$ cat src/sv/mqsm_pkg.sv
`timescale 1ns / 1ps
// ----------------------------------------------------------------------------
// mqsm_pkg
// Shared types and constants for the multi-queue slot manager.
// ----------------------------------------------------------------------------
package mqsm_pkg;

  // Defaults for the top-level parameters
  localparam int QUEUE_COUNT_DEF     = 8;
  localparam int SLOTS_PER_QUEUE_DEF = 8;

  // Size of one message slot in bytes
  localparam int MESSAGE_BYTES = 64;

  // Field widths
  localparam int OPCODE_W = 2;
  localparam int QINDEX_W = 3;
  localparam int STATUS_W = 2;
  localparam int QID_W    = 3;
  localparam int OFFSET_W = 9;

  // Stream widths, padded to whole bytes
  localparam int S_TDATA_W = 8;
  localparam int M_TDATA_W = 16;

  typedef enum logic [OPCODE_W-1:0] {
    OP_ALLOC = 2'd0,
    OP_FREE  = 2'd1,
    OP_PUT   = 2'd2,
    OP_GET   = 2'd3
  } op_e;

  typedef enum logic [STATUS_W-1:0] {
    ST_OK       = 2'd0,
    ST_NO_QUEUE = 2'd1,
    ST_FULL     = 2'd2,
    ST_EMPTY    = 2'd3
  } status_e;

  typedef enum logic {
    CTRL_IDLE = 1'b0,
    CTRL_EXEC = 1'b1
  } ctrl_state_e;

  // Controller to datapath
  typedef struct packed {
    logic load_in;  // capture the request on this transfer
    logic commit;   // execute the held request and load the result register
  } mqsm_cmd_t;

  // Datapath to controller
  typedef struct packed {
    logic out_busy; // result register holds a result that is not taken this cycle
  } mqsm_stat_t;

endpackage

$ cat src/sv/multi_queue_slot_manager.sv
`timescale 1ns / 1ps
// ----------------------------------------------------------------------------
// multi_queue_slot_manager
// Slot bookkeeping for a pool of fixed-size message ring queues.
// ----------------------------------------------------------------------------
// Usage:
//   Requests enter on the s_axis channel: tuser carries the opcode (alloc,
//   free, put, get), tdata the queue index. Every request gives exactly one
//   result on the m_axis channel: tuser carries the status, tdata the queue
//   id claimed by alloc and the byte offset of the slot reserved by put or
//   released by get.
//   The request register holds the request after its transfer; once the
//   result register has room, the request executes against the per-queue
//   flip-flop state and loads the result register, and the controller
//   then returns to accept. A new request is not taken until the held one
//   has executed.
//   The result register decouples the sides: a new request is accepted
//   while a result still waits. If the receiver stalls, that request is
//   held until the result register frees, and s_axis_tready stays low.
//   Reset marks every queue free with zero count, head and tail; no
//   clearing pass is needed, requests are taken right after reset.
// ----------------------------------------------------------------------------
module multi_queue_slot_manager
  import mqsm_pkg::*;
#(
  parameter int QUEUE_COUNT     = QUEUE_COUNT_DEF,
  parameter int SLOTS_PER_QUEUE = SLOTS_PER_QUEUE_DEF
) (
  input  logic                 clk_i,
  input  logic                 rst_ni,
  input  logic                 s_axis_tvalid,
  output logic                 s_axis_tready,
  input  logic [S_TDATA_W-1:0] s_axis_tdata,  // [2:0] queue_index, [7:3] zero
  input  logic [OPCODE_W-1:0]  s_axis_tuser,  // [1:0] opcode
  output logic                 m_axis_tvalid,
  input  logic                 m_axis_tready,
  output logic [M_TDATA_W-1:0] m_axis_tdata,  // [2:0] queue_id, [11:3] slot_offset,
                                              // [15:12] zero
  output logic [STATUS_W-1:0]  m_axis_tuser   // [1:0] status
);

  mqsm_cmd_t           cmd;
  mqsm_stat_t          stat;
  logic [STATUS_W-1:0] out_status;
  logic [QID_W-1:0]    out_qid;
  logic [OFFSET_W-1:0] out_offset;

  mqsm_ctrl u_ctrl (
    .clk_i       (clk_i),
    .rst_ni      (rst_ni),
    .req_valid_i (s_axis_tvalid),
    .req_ready_o (s_axis_tready),
    .stat_i      (stat),
    .cmd_o       (cmd)
  );

  mqsm_dp #(
    .QUEUE_COUNT     (QUEUE_COUNT),
    .SLOTS_PER_QUEUE (SLOTS_PER_QUEUE)
  ) u_dp (
    .clk_i        (clk_i),
    .rst_ni       (rst_ni),
    .cmd_i        (cmd),
    .stat_o       (stat),
    .req_opcode_i (s_axis_tuser),
    .req_qindex_i (s_axis_tdata[QINDEX_W-1:0]),
    .out_valid_o  (m_axis_tvalid),
    .out_ready_i  (m_axis_tready),
    .out_status_o (out_status),
    .out_qid_o    (out_qid),
    .out_offset_o (out_offset)
  );

  // Pack the result fields
  assign m_axis_tuser = out_status;
  assign m_axis_tdata = {{(M_TDATA_W - QID_W - OFFSET_W){1'b0}}, out_offset, out_qid};

endmodule

$ cat src/sv/mqsm_ctrl.sv
`timescale 1ns / 1ps
// ----------------------------------------------------------------------------
// mqsm_ctrl
// Sequencer: takes one request, then executes it once the result register
// has room.
// ----------------------------------------------------------------------------
module mqsm_ctrl
  import mqsm_pkg::*;
(
  input  logic       clk_i,
  input  logic       rst_ni,
  input  logic       req_valid_i,
  output logic       req_ready_o,
  input  mqsm_stat_t stat_i,
  output mqsm_cmd_t  cmd_o
);

  ctrl_state_e state_q, state_d;

  // State register
  always_ff @(posedge clk_i or negedge rst_ni) begin
    if (!rst_ni) begin
      state_q <= CTRL_IDLE;
    end else begin
      state_q <= state_d;
    end
  end

  // Next state and commands
  always_comb begin
    state_d       = state_q;
    req_ready_o   = 1'b0;
    cmd_o.load_in = 1'b0;
    cmd_o.commit  = 1'b0;
    unique case (state_q)
      CTRL_IDLE: begin
        req_ready_o = 1'b1;
        if (req_valid_i) begin
          cmd_o.load_in = 1'b1;
          state_d       = CTRL_EXEC;
        end
      end
      CTRL_EXEC: begin
        if (!stat_i.out_busy) begin
          cmd_o.commit = 1'b1;
          state_d      = CTRL_IDLE;
        end
      end
      default: state_d = CTRL_IDLE;
    endcase
  end

endmodule

$ cat src/sv/mqsm_dp.sv
`timescale 1ns / 1ps
// ----------------------------------------------------------------------------
// mqsm_dp
// Queue state, request register, execution logic and result register.
// ----------------------------------------------------------------------------
module mqsm_dp
  import mqsm_pkg::*;
#(
  parameter int QUEUE_COUNT     = QUEUE_COUNT_DEF,
  parameter int SLOTS_PER_QUEUE = SLOTS_PER_QUEUE_DEF
) (
  input  logic                clk_i,
  input  logic                rst_ni,
  input  mqsm_cmd_t           cmd_i,
  output mqsm_stat_t          stat_o,
  input  logic [OPCODE_W-1:0] req_opcode_i,
  input  logic [QINDEX_W-1:0] req_qindex_i,
  output logic                out_valid_o,
  input  logic                out_ready_i,
  output logic [STATUS_W-1:0] out_status_o,
  output logic [QID_W-1:0]    out_qid_o,
  output logic [OFFSET_W-1:0] out_offset_o
);

  // Only queues reachable by the index field need pointers and counts
  localparam int AddrQueues = (QUEUE_COUNT < (1 << QINDEX_W)) ? QUEUE_COUNT
                                                              : (1 << QINDEX_W);
  localparam int QiW   = (QUEUE_COUNT > 1) ? $clog2(QUEUE_COUNT) : 1;
  localparam int SlotW = (SLOTS_PER_QUEUE > 1) ? $clog2(SLOTS_PER_QUEUE) : 1;
  localparam int CntW  = $clog2(SLOTS_PER_QUEUE + 1);

  // Request register
  op_e                 op_q;
  logic [QINDEX_W-1:0] qidx_q;

  always_ff @(posedge clk_i) begin
    if (cmd_i.load_in) begin
      op_q   <= op_e'(req_opcode_i);
      qidx_q <= req_qindex_i;
    end
  end

  // Queue state
  logic [QUEUE_COUNT-1:0] in_use_q, in_use_d;
  logic [CntW-1:0]        cnt_q  [AddrQueues];
  logic [CntW-1:0]        cnt_d  [AddrQueues];
  logic [SlotW-1:0]       head_q [AddrQueues];
  logic [SlotW-1:0]       head_d [AddrQueues];
  logic [SlotW-1:0]       tail_q [AddrQueues];
  logic [SlotW-1:0]       tail_d [AddrQueues];

  // Result register
  logic                out_valid_q;
  status_e             status_q, status_d;
  logic [QID_W-1:0]    qid_q, qid_d;
  logic [OFFSET_W-1:0] off_q, off_d;

  // Read side of the addressed queue
  logic             q_valid;
  logic [CntW-1:0]  cnt_rd;
  logic [SlotW-1:0] head_rd, tail_rd;

  always_comb begin
    q_valid = 32'(qidx_q) < 32'(QUEUE_COUNT);
    cnt_rd  = '0;
    head_rd = '0;
    tail_rd = '0;
    for (int i = 0; i < AddrQueues; i++) begin
      if (q_valid && (32'(qidx_q) == 32'(i))) begin
        cnt_rd  = cnt_q[i];
        head_rd = head_q[i];
        tail_rd = tail_q[i];
      end
    end
  end

  // Lowest free queue
  logic           free_found;
  logic [QiW-1:0] free_idx;

  always_comb begin
    free_found = 1'b0;
    free_idx   = '0;
    for (int i = QUEUE_COUNT - 1; i >= 0; i--) begin
      if (!in_use_q[i]) begin
        free_found = 1'b1;
        free_idx   = QiW'(i);
      end
    end
  end

  // Slot picked by put or get, its successor and byte offset
  logic             is_put;
  logic [SlotW-1:0] slot_sel, slot_next;
  logic [31:0]      slot_bytes;

  assign is_put     = (op_q == OP_PUT);
  assign slot_sel   = is_put ? tail_rd : head_rd;
  assign slot_next  = (slot_sel == SlotW'(SLOTS_PER_QUEUE - 1)) ? '0
                                                                : slot_sel + SlotW'(1);
  assign slot_bytes = 32'(slot_sel) * 32'(MESSAGE_BYTES);

  // Execute the held request
  always_comb begin
    in_use_d = in_use_q;
    cnt_d    = cnt_q;
    head_d   = head_q;
    tail_d   = tail_q;
    status_d = ST_OK;
    qid_d    = '0;
    off_d    = '0;
    unique case (op_q)
      OP_ALLOC: begin
        if (free_found) begin
          in_use_d[free_idx] = 1'b1;
          qid_d              = QID_W'(free_idx);
          for (int i = 0; i < AddrQueues; i++) begin
            if (32'(free_idx) == 32'(i)) begin
              cnt_d[i]  = '0;
              head_d[i] = '0;
              tail_d[i] = '0;
            end
          end
        end else begin
          status_d = ST_NO_QUEUE;
        end
      end
      OP_FREE: begin
        for (int i = 0; i < QUEUE_COUNT; i++) begin
          if (q_valid && (32'(qidx_q) == 32'(i))) begin
            in_use_d[i] = 1'b0;
          end
        end
      end
      OP_PUT: begin
        if (!q_valid || (cnt_rd == CntW'(SLOTS_PER_QUEUE))) begin
          status_d = ST_FULL;
        end else begin
          off_d = slot_bytes[OFFSET_W-1:0];
          for (int i = 0; i < AddrQueues; i++) begin
            if (32'(qidx_q) == 32'(i)) begin
              cnt_d[i]  = cnt_rd + CntW'(1);
              tail_d[i] = slot_next;
            end
          end
        end
      end
      OP_GET: begin
        if (!q_valid || (cnt_rd == '0)) begin
          status_d = ST_EMPTY;
        end else begin
          off_d = slot_bytes[OFFSET_W-1:0];
          for (int i = 0; i < AddrQueues; i++) begin
            if (32'(qidx_q) == 32'(i)) begin
              cnt_d[i]  = cnt_rd - CntW'(1);
              head_d[i] = slot_next;
            end
          end
        end
      end
      default: status_d = ST_OK;
    endcase
  end

  // State update on commit
  always_ff @(posedge clk_i or negedge rst_ni) begin
    if (!rst_ni) begin
      in_use_q <= '0;
      for (int i = 0; i < AddrQueues; i++) begin
        cnt_q[i]  <= '0;
        head_q[i] <= '0;
        tail_q[i] <= '0;
      end
    end else if (cmd_i.commit) begin
      in_use_q <= in_use_d;
      cnt_q    <= cnt_d;
      head_q   <= head_d;
      tail_q   <= tail_d;
    end
  end

  // Result valid flag
  always_ff @(posedge clk_i or negedge rst_ni) begin
    if (!rst_ni) begin
      out_valid_q <= 1'b0;
    end else if (cmd_i.commit) begin
      out_valid_q <= 1'b1;
    end else if (out_ready_i) begin
      out_valid_q <= 1'b0;
    end
  end

  // Result payload
  always_ff @(posedge clk_i) begin
    if (cmd_i.commit) begin
      status_q <= status_d;
      qid_q    <= qid_d;
      off_q    <= off_d;
    end
  end

  assign stat_o.out_busy = out_valid_q && !out_ready_i;
  assign out_valid_o     = out_valid_q;
  assign out_status_o    = status_q;
  assign out_qid_o       = qid_q;
  assign out_offset_o    = off_q;

  // Checks
  a_commit_room: assert property (@(posedge clk_i) disable iff (!rst_ni)
    cmd_i.commit |-> !(out_valid_q && !out_ready_i))
    else $error("commit while result register still occupied");

  a_commit_shows: assert property (@(posedge clk_i) disable iff (!rst_ni)
    cmd_i.commit |=> out_valid_q)
    else $error("committed result not presented");

  a_put_full: assert property (@(posedge clk_i) disable iff (!rst_ni)
    (cmd_i.commit && (op_q == OP_PUT) && (cnt_rd == CntW'(SLOTS_PER_QUEUE)))
      |=> (status_q == ST_FULL))
    else $error("put on full queue not reported");

  a_get_empty: assert property (@(posedge clk_i) disable iff (!rst_ni)
    (cmd_i.commit && (op_q == OP_GET) && (cnt_rd == '0)) |=> (status_q == ST_EMPTY))
    else $error("get on empty queue not reported");

endmodule

$ cat config.mk
export PLATFORM = sky130hd
export DESIGN_NAME = multi_queue_slot_manager
export DESIGN_NICKNAME = d
export VERILOG_FILES = /design/src/sv/mqsm_pkg.sv /design/src/sv/multi_queue_slot_manager.sv /design/src/sv/mqsm_ctrl.sv /design/src/sv/mqsm_dp.sv
export SDC_FILE = /design/constraint.sdc
export NUM_CORES = 1
export LEC_CHECK = 0
export BUFFER_PORTS_ARGS = -buffer_cell sky130_fd_sc_hd__buf_2
export CORE_UTILIZATION = 35
export CTS_BUF_LIST = sky130_fd_sc_hd__clkbuf_4 sky130_fd_sc_hd__clkbuf_8
export CTS_CLUSTER_SIZE = 25
export DETAILED_ROUTE_END_ITERATION = 12
export HOLD_SLACK_MARGIN = 0.05
export PLACE_DENSITY = 0.51
export SLEW_MARGIN = 15
export SYNTH_ARGS = -nofsm -noshare
export SYNTH_HDL_FRONTEND = slang
export SYNTH_SLANG_ARGS = --single-unit
$ cat constraint.sdc
create_clock -name clk_i -period 6.1 [get_ports clk_i]
set_clock_uncertainty 0.05 [all_clocks]
set_input_delay 0.305 -clock clk_i [delete_from_list [all_inputs] [get_ports clk_i]]
set_output_delay 0.305 -clock clk_i [all_outputs]
set_load 0.01 [all_outputs]
==> results.json, run 1 <==
{
  "outcome": "finished, final reports clean",
  "ioPinCount": 34,
  "clock_path_buffers": 2,
  "yosys.area.top_type": "dfrtp_1",
  "crit_type": "flip-flop to flip-flop",
  "dp.cells": 746,
  "cap_violations": 0,
  "power.switching_mw": 1.06,
  "synthFlopType": "dfrtp_1",
  "power_mw": 2.65,
  "r2r_cells": 9,
  "vias_per_cell": 5.69,
  "wl_mm": 15.4,
  "period_minus_slack_ns": 4.03,
  "die_y_um": 130,
  "globalplace.congestion": 0.880,
  "fin_ws_ns": 2.07,
  "power_frac_clock": 0.180,
  "final_hold_viol_count": 0,
  "period_share": 0.660,
  "antenna_found_initial": 0,
  "max_freq_mhz": 248,
  "met2_length_mm": 6.94,
  "wl_met3_um": 734,
  "register_area_um2": 2640,
  "dp_hpwl_mm": 10.7,
  "multi_input_area_um2": 2830,
  "grt_pass1_vias": 4305,
  "place_ws_ns": 2.05,
  "ys_ff_latch": 103,
  "grt_use_total": 0.197,
  "powerDensity_nw_per_um2": 426,
  "setup_tns_ns": 0,
  "nNetsFinal": 565,
  "drtIter0Drc": 432,
  "worst_hold_path_type": "input port to flip-flop",
  "hold_ws_ns": 0.0966,
  "grt_pass1_wl_mm": 24.7,
  "crit_path_max_fanout": 27,
  "setup_violations": 0,
  "internal_power_mw": 1.59,
  "post_cts_buffers": 0,
  "layout-drive-gt1-share": 0.207,
  "fp.dieW_um": 130,
  "syn-instance-count": 537,
  "postLayoutCellArea_um2": 6220,
  "drv_slew": 0,
  "synth_area_per_cell_um2": 10.7,
  "rsz0062_at_grt": "no",
  "vias": 4367,
  "worstPathArrival_ns": 4.32,
  "grt_max_degree": 54,
  "topRoutingLayerUsed": "met4",
  "power.switching_fraction": 0.402,
  "worst_pin_slew_ns": 1.08,
  "postRouteAntennaNets": 0,
  "vdd_drop_max_mv": 0.125,
  "holdPathStages": 3,
  "dr.pass1.iters": 5,
  "die_area_um2": 16900,
  "placement_rows": 46,
  "final_core_util": 0.390,
  "synth_top_cell_area_share": 0.393,
  "p_seq_frac": 0.409,
  "synth_edf_count": 13,
  "p_leak_nw": 2.67,
  "synth_cell_types": 71,
  "fill_cells": 1588,
  "numCtsBuffers": 9,
  "worst_slew_margin_rel": 0.282,
  "initial_core_util": 0.359,
  "cts_tree": "yes",
  "htreeDepth": 3,
  "synth_area_leaders": "dfrtp_1 39%, mux2_2 9.4%, edfxtp_1 6.8%",
  "cp-end-kind": "flip-flop",
  "cts_root_buf": "clkbuf_8",
  "io_buffers": 18,
  "route.detailed.drc": 0,
  "clk_latency_ns": 0.39,
  "place_area_um2": 5940,
  "combPwrFrac": 0.411,
  "cp.required_ns": 6.39,
  "met1_length_mm": 7.18,
  "cts_sinks": 103,
  "asyncSetResetFlopFracSynth": 0.874,
  "synth-seq-area-share": 0.461,
  "grt_overflow": 0,
  "clk_pin_slew_ns": 0.10,
  "ys_warn_count": 0,
  "core_um2": 15900,
  "syn-cell-area_um2": 5730,
  "wl_per_cell_um": 20.0,
  "area.growth.synth_to_final_pct": 8.52,
  "diodes": 0,
  "fin_cells": 768,
  "startpoint_type": "flip-flop"
}
==> worst max-delay path, cell delays in order (launching register included) <==
cell,delay [ns]
edfxtp_1,0.74
buf_4,0.50
mux4_2,0.55
o21ai_0,0.22
a21oi_1,0.17
or2_2,0.33
ha_1,0.19
ha_1,0.21
nor3_1,0.72
mux2_2,0.29
==> path summary, 6_finish.rpt <==
check | to | startpoint | slack, ns
max | u_dp.head_q[15] | u_dp.qidx_q[0] | 2.07
min | u_ctrl.state_q | s_axis_tvalid | 0.1
max in group asynchronous | u_dp.tail_q[5] | rst_ni | 4.54
max reg2reg | u_dp.head_q[15] | u_dp.qidx_q[0] | 2.07
min reg2reg | u_dp.head_q[20] | u_dp.head_q[20] | 0.45
min in group asynchronous | u_dp.in_use_q[1] | rst_ni | 0.37
==> power groups by stage <==
stage | Clock [mW] | Combinational (mW) | Sequential [mW]
after global placement | 0 | 1.06 | 1.09
after floorplan | 0 | 0.834 | 1.05
final | 0.476 | 1.09 | 1.08
after CTS | 0.490 | 1.08 | 1.08
after detailed placement | 0 | 1.08 | 1.10
after global routing | 0.508 | 1.20 | 1.11
==> logic make-up after synthesis <==
family          Yosys count  share of synthesized area
simple gates            155                      0.137
compound gates          134                      0.174
flops                   103                      0.461
mux                      79                      0.159
buf+inv                  57                     0.0511
fa+ha+maj                 4                     0.0100
xor+xnor                  4                    0.00611
other cells               1                   0.000654
==> synth_stat cells, types with 4 or more instances <==
cell type and number:
nor2_1 36, buf_2 9, mux4_2 4, mux2_1 9, a21o_1 5, and3_1 5, clkbuf_1 12, nand3_1 15
and2_1 10, dfrtp_1 90, inv_1 16, a21oi_1 26, or2_2 6, nand2b_1 12, o2bb2ai_1 4, a32o_1 17
nor2b_1 8, buf_4 12, edfxtp_1 13, a31oi_1 14, buf_1 4, nor3b_2 4, mux2_2 48, mux2i_1 18
o21ai_0 22, o211ai_1 4, nand2_1 41, nor3_1 9
==> state kept, by name (all words and copies together), names as in the netlist <==
| signal | cells |
|---|---|
| u_dp.out_qid_o | 3 |
| u_dp.in_use_q | 8 |
| u_dp.tail_q | 24 |
| u_dp.cnt_q | 32 |
| u_dp.out_offset_o | 3 |
| u_dp.head_q | 24 |
| u_dp.op_q | 2 |
| u_dp.out_status_o | 2 |
| u_ctrl.state_q | 1 |
| u_dp.out_valid_o | 1 |
| u_dp.qidx_q | 3 |
==> area by class of cell <==
class	count	share of cell area
Clock buffer	11	0.0243
Clock inverter	5	0.0103
Inverter	17	0.0103
Timing Repair Buffer	30	0.0318
Sequential cell	103	0.425
Multi-Input combinational cell	386	0.455
Tap cell	216	0.0435
==> layout by cell type (no fill, tap or decap), types with 3 or more instances in the layout <==
cell            n
or2_2           6
mux4_2          4
o22ai_1         3
mux2i_1        18
nand3_1        15
nor3_1          9
o21ai_0        22
dfrtp_1        90
ha_1            3
nand2b_1       12
mux2_2         48
nand2_1        41
nor2b_1         8
o211ai_1        4
a21oi_1        26
nor3b_2         4
conb_1         10
and2_1         10
a22oi_1         3
inv_1          16
buf_2          17
xnor2_1         3
and3_1          5
nor2_1         36
a31oi_1        14
a21o_1          5
clkbuf_8       11
edfxtp_1       13
a32o_1         17
dlygate4sd3_1   6
buf_4           7
a31o_2          3
o2bb2ai_1       4
mux2_1          9
==> per-layer routing <==
metal	track usage	vias up
li1	-	1974
met1	0.274	2237
met2	0.297	129
met3	0.0312	27
met4	0.104	0
met5	0	-
==> repair_timing <==
action,in CTS,in global routing
hold endpoints to repair,42,0
setup endpoints to repair,0,0
hold buffers,6,0
gates resized for setup,0,0
Power figures use the tool's default switching activity.
==> run 2: changes to the inputs <==
--- a/config.mk
+++ b/config.mk
@@ -11,7 +11,7 @@
 export CTS_CLUSTER_SIZE = 25
 export DETAILED_ROUTE_END_ITERATION = 12
 export HOLD_SLACK_MARGIN = 0.05
-export PLACE_DENSITY = 0.51
+export PLACE_DENSITY = 0.53
 export SLEW_MARGIN = 15
 export SYNTH_ARGS = -nofsm -noshare
 export SYNTH_HDL_FRONTEND = slang
==> constraint.sdc (replaced) <==
create_clock -name clk_i -period 3.61 [get_ports clk_i]
set_clock_uncertainty 0.05 [all_clocks]
set_input_delay 0.1805 -clock clk_i [delete_from_list [all_inputs] [get_ports clk_i]]
set_output_delay 0.1805 -clock clk_i [all_outputs]
set_load 0.01 [all_outputs]
==> run 2 against run 1 <==
Count of clock-buffer cells in the layout increased by 1. Global-route usage increased by 0.070 points. Sequential power increased by 69%. Combinational power increased by 76%. Utilization increased by 1.1 points. Clock power increased by 65%. Hold slack improved by 0.28 ns. Highest routed layer unchanged.
==> results.json, run 2 (synthesized netlist as in run 1, its figures left out) <==
{
  "initial_core_util": 0.359,
  "cpMaxStageDelayCell": "edfxtp_1",
  "antenna_found_initial": 0,
  "max_freq_mhz": 296,
  "rsz0062_at_grt": "no",
  "largest_reg_flops": 32,
  "numCtsBuffers": 9,
  "grt_util_met3": 0.0435,
  "nNetsFinal": 586,
  "startpoint_type": "flip-flop",
  "grt_overflow": 0,
  "area.growth.synth_to_final_pct": 11.5,
  "drv_slew": 0,
  "cts_root_buf": "clkbuf_8",
  "path_cells": "nor2b_1 > nand2_1 > o221a_2 > or2_2 > inv_1 > ha_1 > a31oi_1 > mux2i_1 > xnor2_1 > a32o_1",
  "grt_max_degree": 63,
  "wl_per_cell_um": 19.6,
  "cp-end-kind": "flip-flop",
  "clk_pin_slew_ns": 0.10,
  "top_register": "u_dp.cnt_q",
  "dp_hpwl_mm": 11.0,
  "clock_path_buffers": 2,
  "fin_ws_ns": 0.236,
  "dr.pass1.iters": 5,
  "diodes": 0,
  "place_ws_ns": 0.264,
  "htreeDepth": 3,
  "layout_common_cells": "90 x dfrtp_1, 48 x mux2_2, 41 x nand2_1",
  "cp_slowest_stage_delay_ns": 0.70,
  "clk_latency_ns": 0.39,
  "worst_hold_path_type": "input port to async pin",
  "reg.largest.list": "u_dp.cnt_q: 32 flops, u_dp.head_q: 24 flops, u_dp.tail_q: 24 flops",
  "setup_violations": 0,
  "vias": 4399,
  "crit_type": "flip-flop to flip-flop",
  "io_buffers": 18,
  "p_leak_nw": 2.79,
  "core_um2": 15900,
  "postRouteAntennaNets": 0,
  "final_hold_viol_count": 0,
  "die_area_um2": 16900,
  "worstPathArrival_ns": 3.65,
  "crit_path_max_fanout": 16,
  "period_minus_slack_ns": 3.37,
  "fp.dieW_um": 130,
  "globalplace.congestion": 0.915,
  "cts_resized": 0,
  "die_y_um": 130,
  "cap_violations": 0,
  "placement_rows": 46,
  "grt_use_total": 0.198,
  "vdd_drop_max_mv": 0.207,
  "use_met2": 0.312,
  "reg2reg_from": "u_dp.qidx_q[1]",
  "cp.required_ns": 3.89,
  "worst_pin_slew_ns": 0.844,
  "top_usage_layer": "met2",
  "vias_per_cell": 5.58,
  "worst_slew_margin_rel": 0.437,
  "setup_tns_ns": 0,
  "drtIter0Drc": 436,
  "cts_tree": "yes",
  "startpoint": "u_dp.qidx_q[1]",
  "grt_pass1_vias": 4314,
  "ioPinCount": 34,
  "outcome": "finished, final reports clean",
  "powerDensity_nw_per_um2": 710,
  "grt_pass1_wl_mm": 24.7,
  "route.detailed.drc": 0,
  "mostFrequentLayoutCell": "dfrtp_1",
  "period_share": 0.935,
  "grtUsageMet1": 0.267,
  "layout-drive-gt1-share": 0.232,
  "wl_mm": 15.4,
  "cts_sinks": 103
}
## run 2: cell count changes in the layout (fill, tap and decap cells not counted)
cell	previous run	this run
buf_12	0	1
buf_4	7	25
clkbuf_4	0	1
clkinvlp_4	1	0
dlygate4sd3_1	6	8
inv_4	0	2
inv_6	2	0
## run 2: final cells by class
type	count	area (um2)
fill	1584	9550
multi-input combinational	386	2830
sequential	103	2640
timing repair buffer	51	373
tap	216	270
clock buffer	12	159
inverter	17	63.8
clock inverter	4	51.3
## run 2: metrics by stage
| step | total power [mW] | area, um2 | util | cells | hold WS (ns) |
|---|---|---|---|---|---|
| 2_1_floorplan | 3.19 | 5760 | - | 546 | -0.165 |
| 3_3_place_gp | 3.71 | 6100 | 0.383 | 765 | 0.288 |
| 3_5_place_dp | 3.76 | 6100 | 0.383 | 765 | 0.296 |
| 4_1_cts | 4.56 | 6390 | 0.401 | 789 | 0.414 |
| 5_1_grt | 4.84 | 6390 | 0.401 | 789 | 0.436 |
| 6_report | 4.54 | 6390 | 0.401 | 789 | 0.379 |
## run 2: layer usage
metal / vias up / wire length [um]
met3: 25 / 741
met4: 0 / 346
met5: - / 0
met2: 115 / 7210
li1: 2019 / -
met1: 2240 / 7150
## run 2: final timing paths
path / end / slack [ns] / cells after the start
max in group asynchronous: u_dp.cnt_q[3] / 2.23 / 3
min in group clk_i: u_dp.head_q[11] / 0.45 / 1
max reg2reg: u_dp.cnt_q[23] / 0.24 / 10
max: u_dp.cnt_q[23] / 0.24 / 10
min: u_dp.in_use_q[5] / 0.38 / 2
min reg2reg: u_dp.head_q[11] / 0.45 / 1
## run 2: where the power goes
group          leakage [nW]  internal (mW)  switching (mW)
Sequential             1.30           1.58           0.249
Combinational          1.38          0.805            1.12
Clock                 0.111          0.369           0.418
## run 2: worst max-delay path: cells and delay by family, from the launching register on
| kind | cells | cell delay (ns) |
|---|---|---|
| AND/OR/NAND/NOR | 3 | 0.89 |
| flip-flops | 1 | 0.70 |
| XOR/XNOR | 1 | 0.65 |
| AO/OA/AOI/OAI | 3 | 0.63 |
| adder cells (fa/ha/maj) | 1 | 0.22 |
| multiplexers | 1 | 0.13 |
| buffers and inverters | 1 | 0.07 |
## run 2: what timing repair did
| item | in CTS | in global routing |
|---|---|---|
| setup buffers | 0 | 0 |
| hold buffers | 8 | 0 |
| hold endpoints to repair | 68 | 0 |
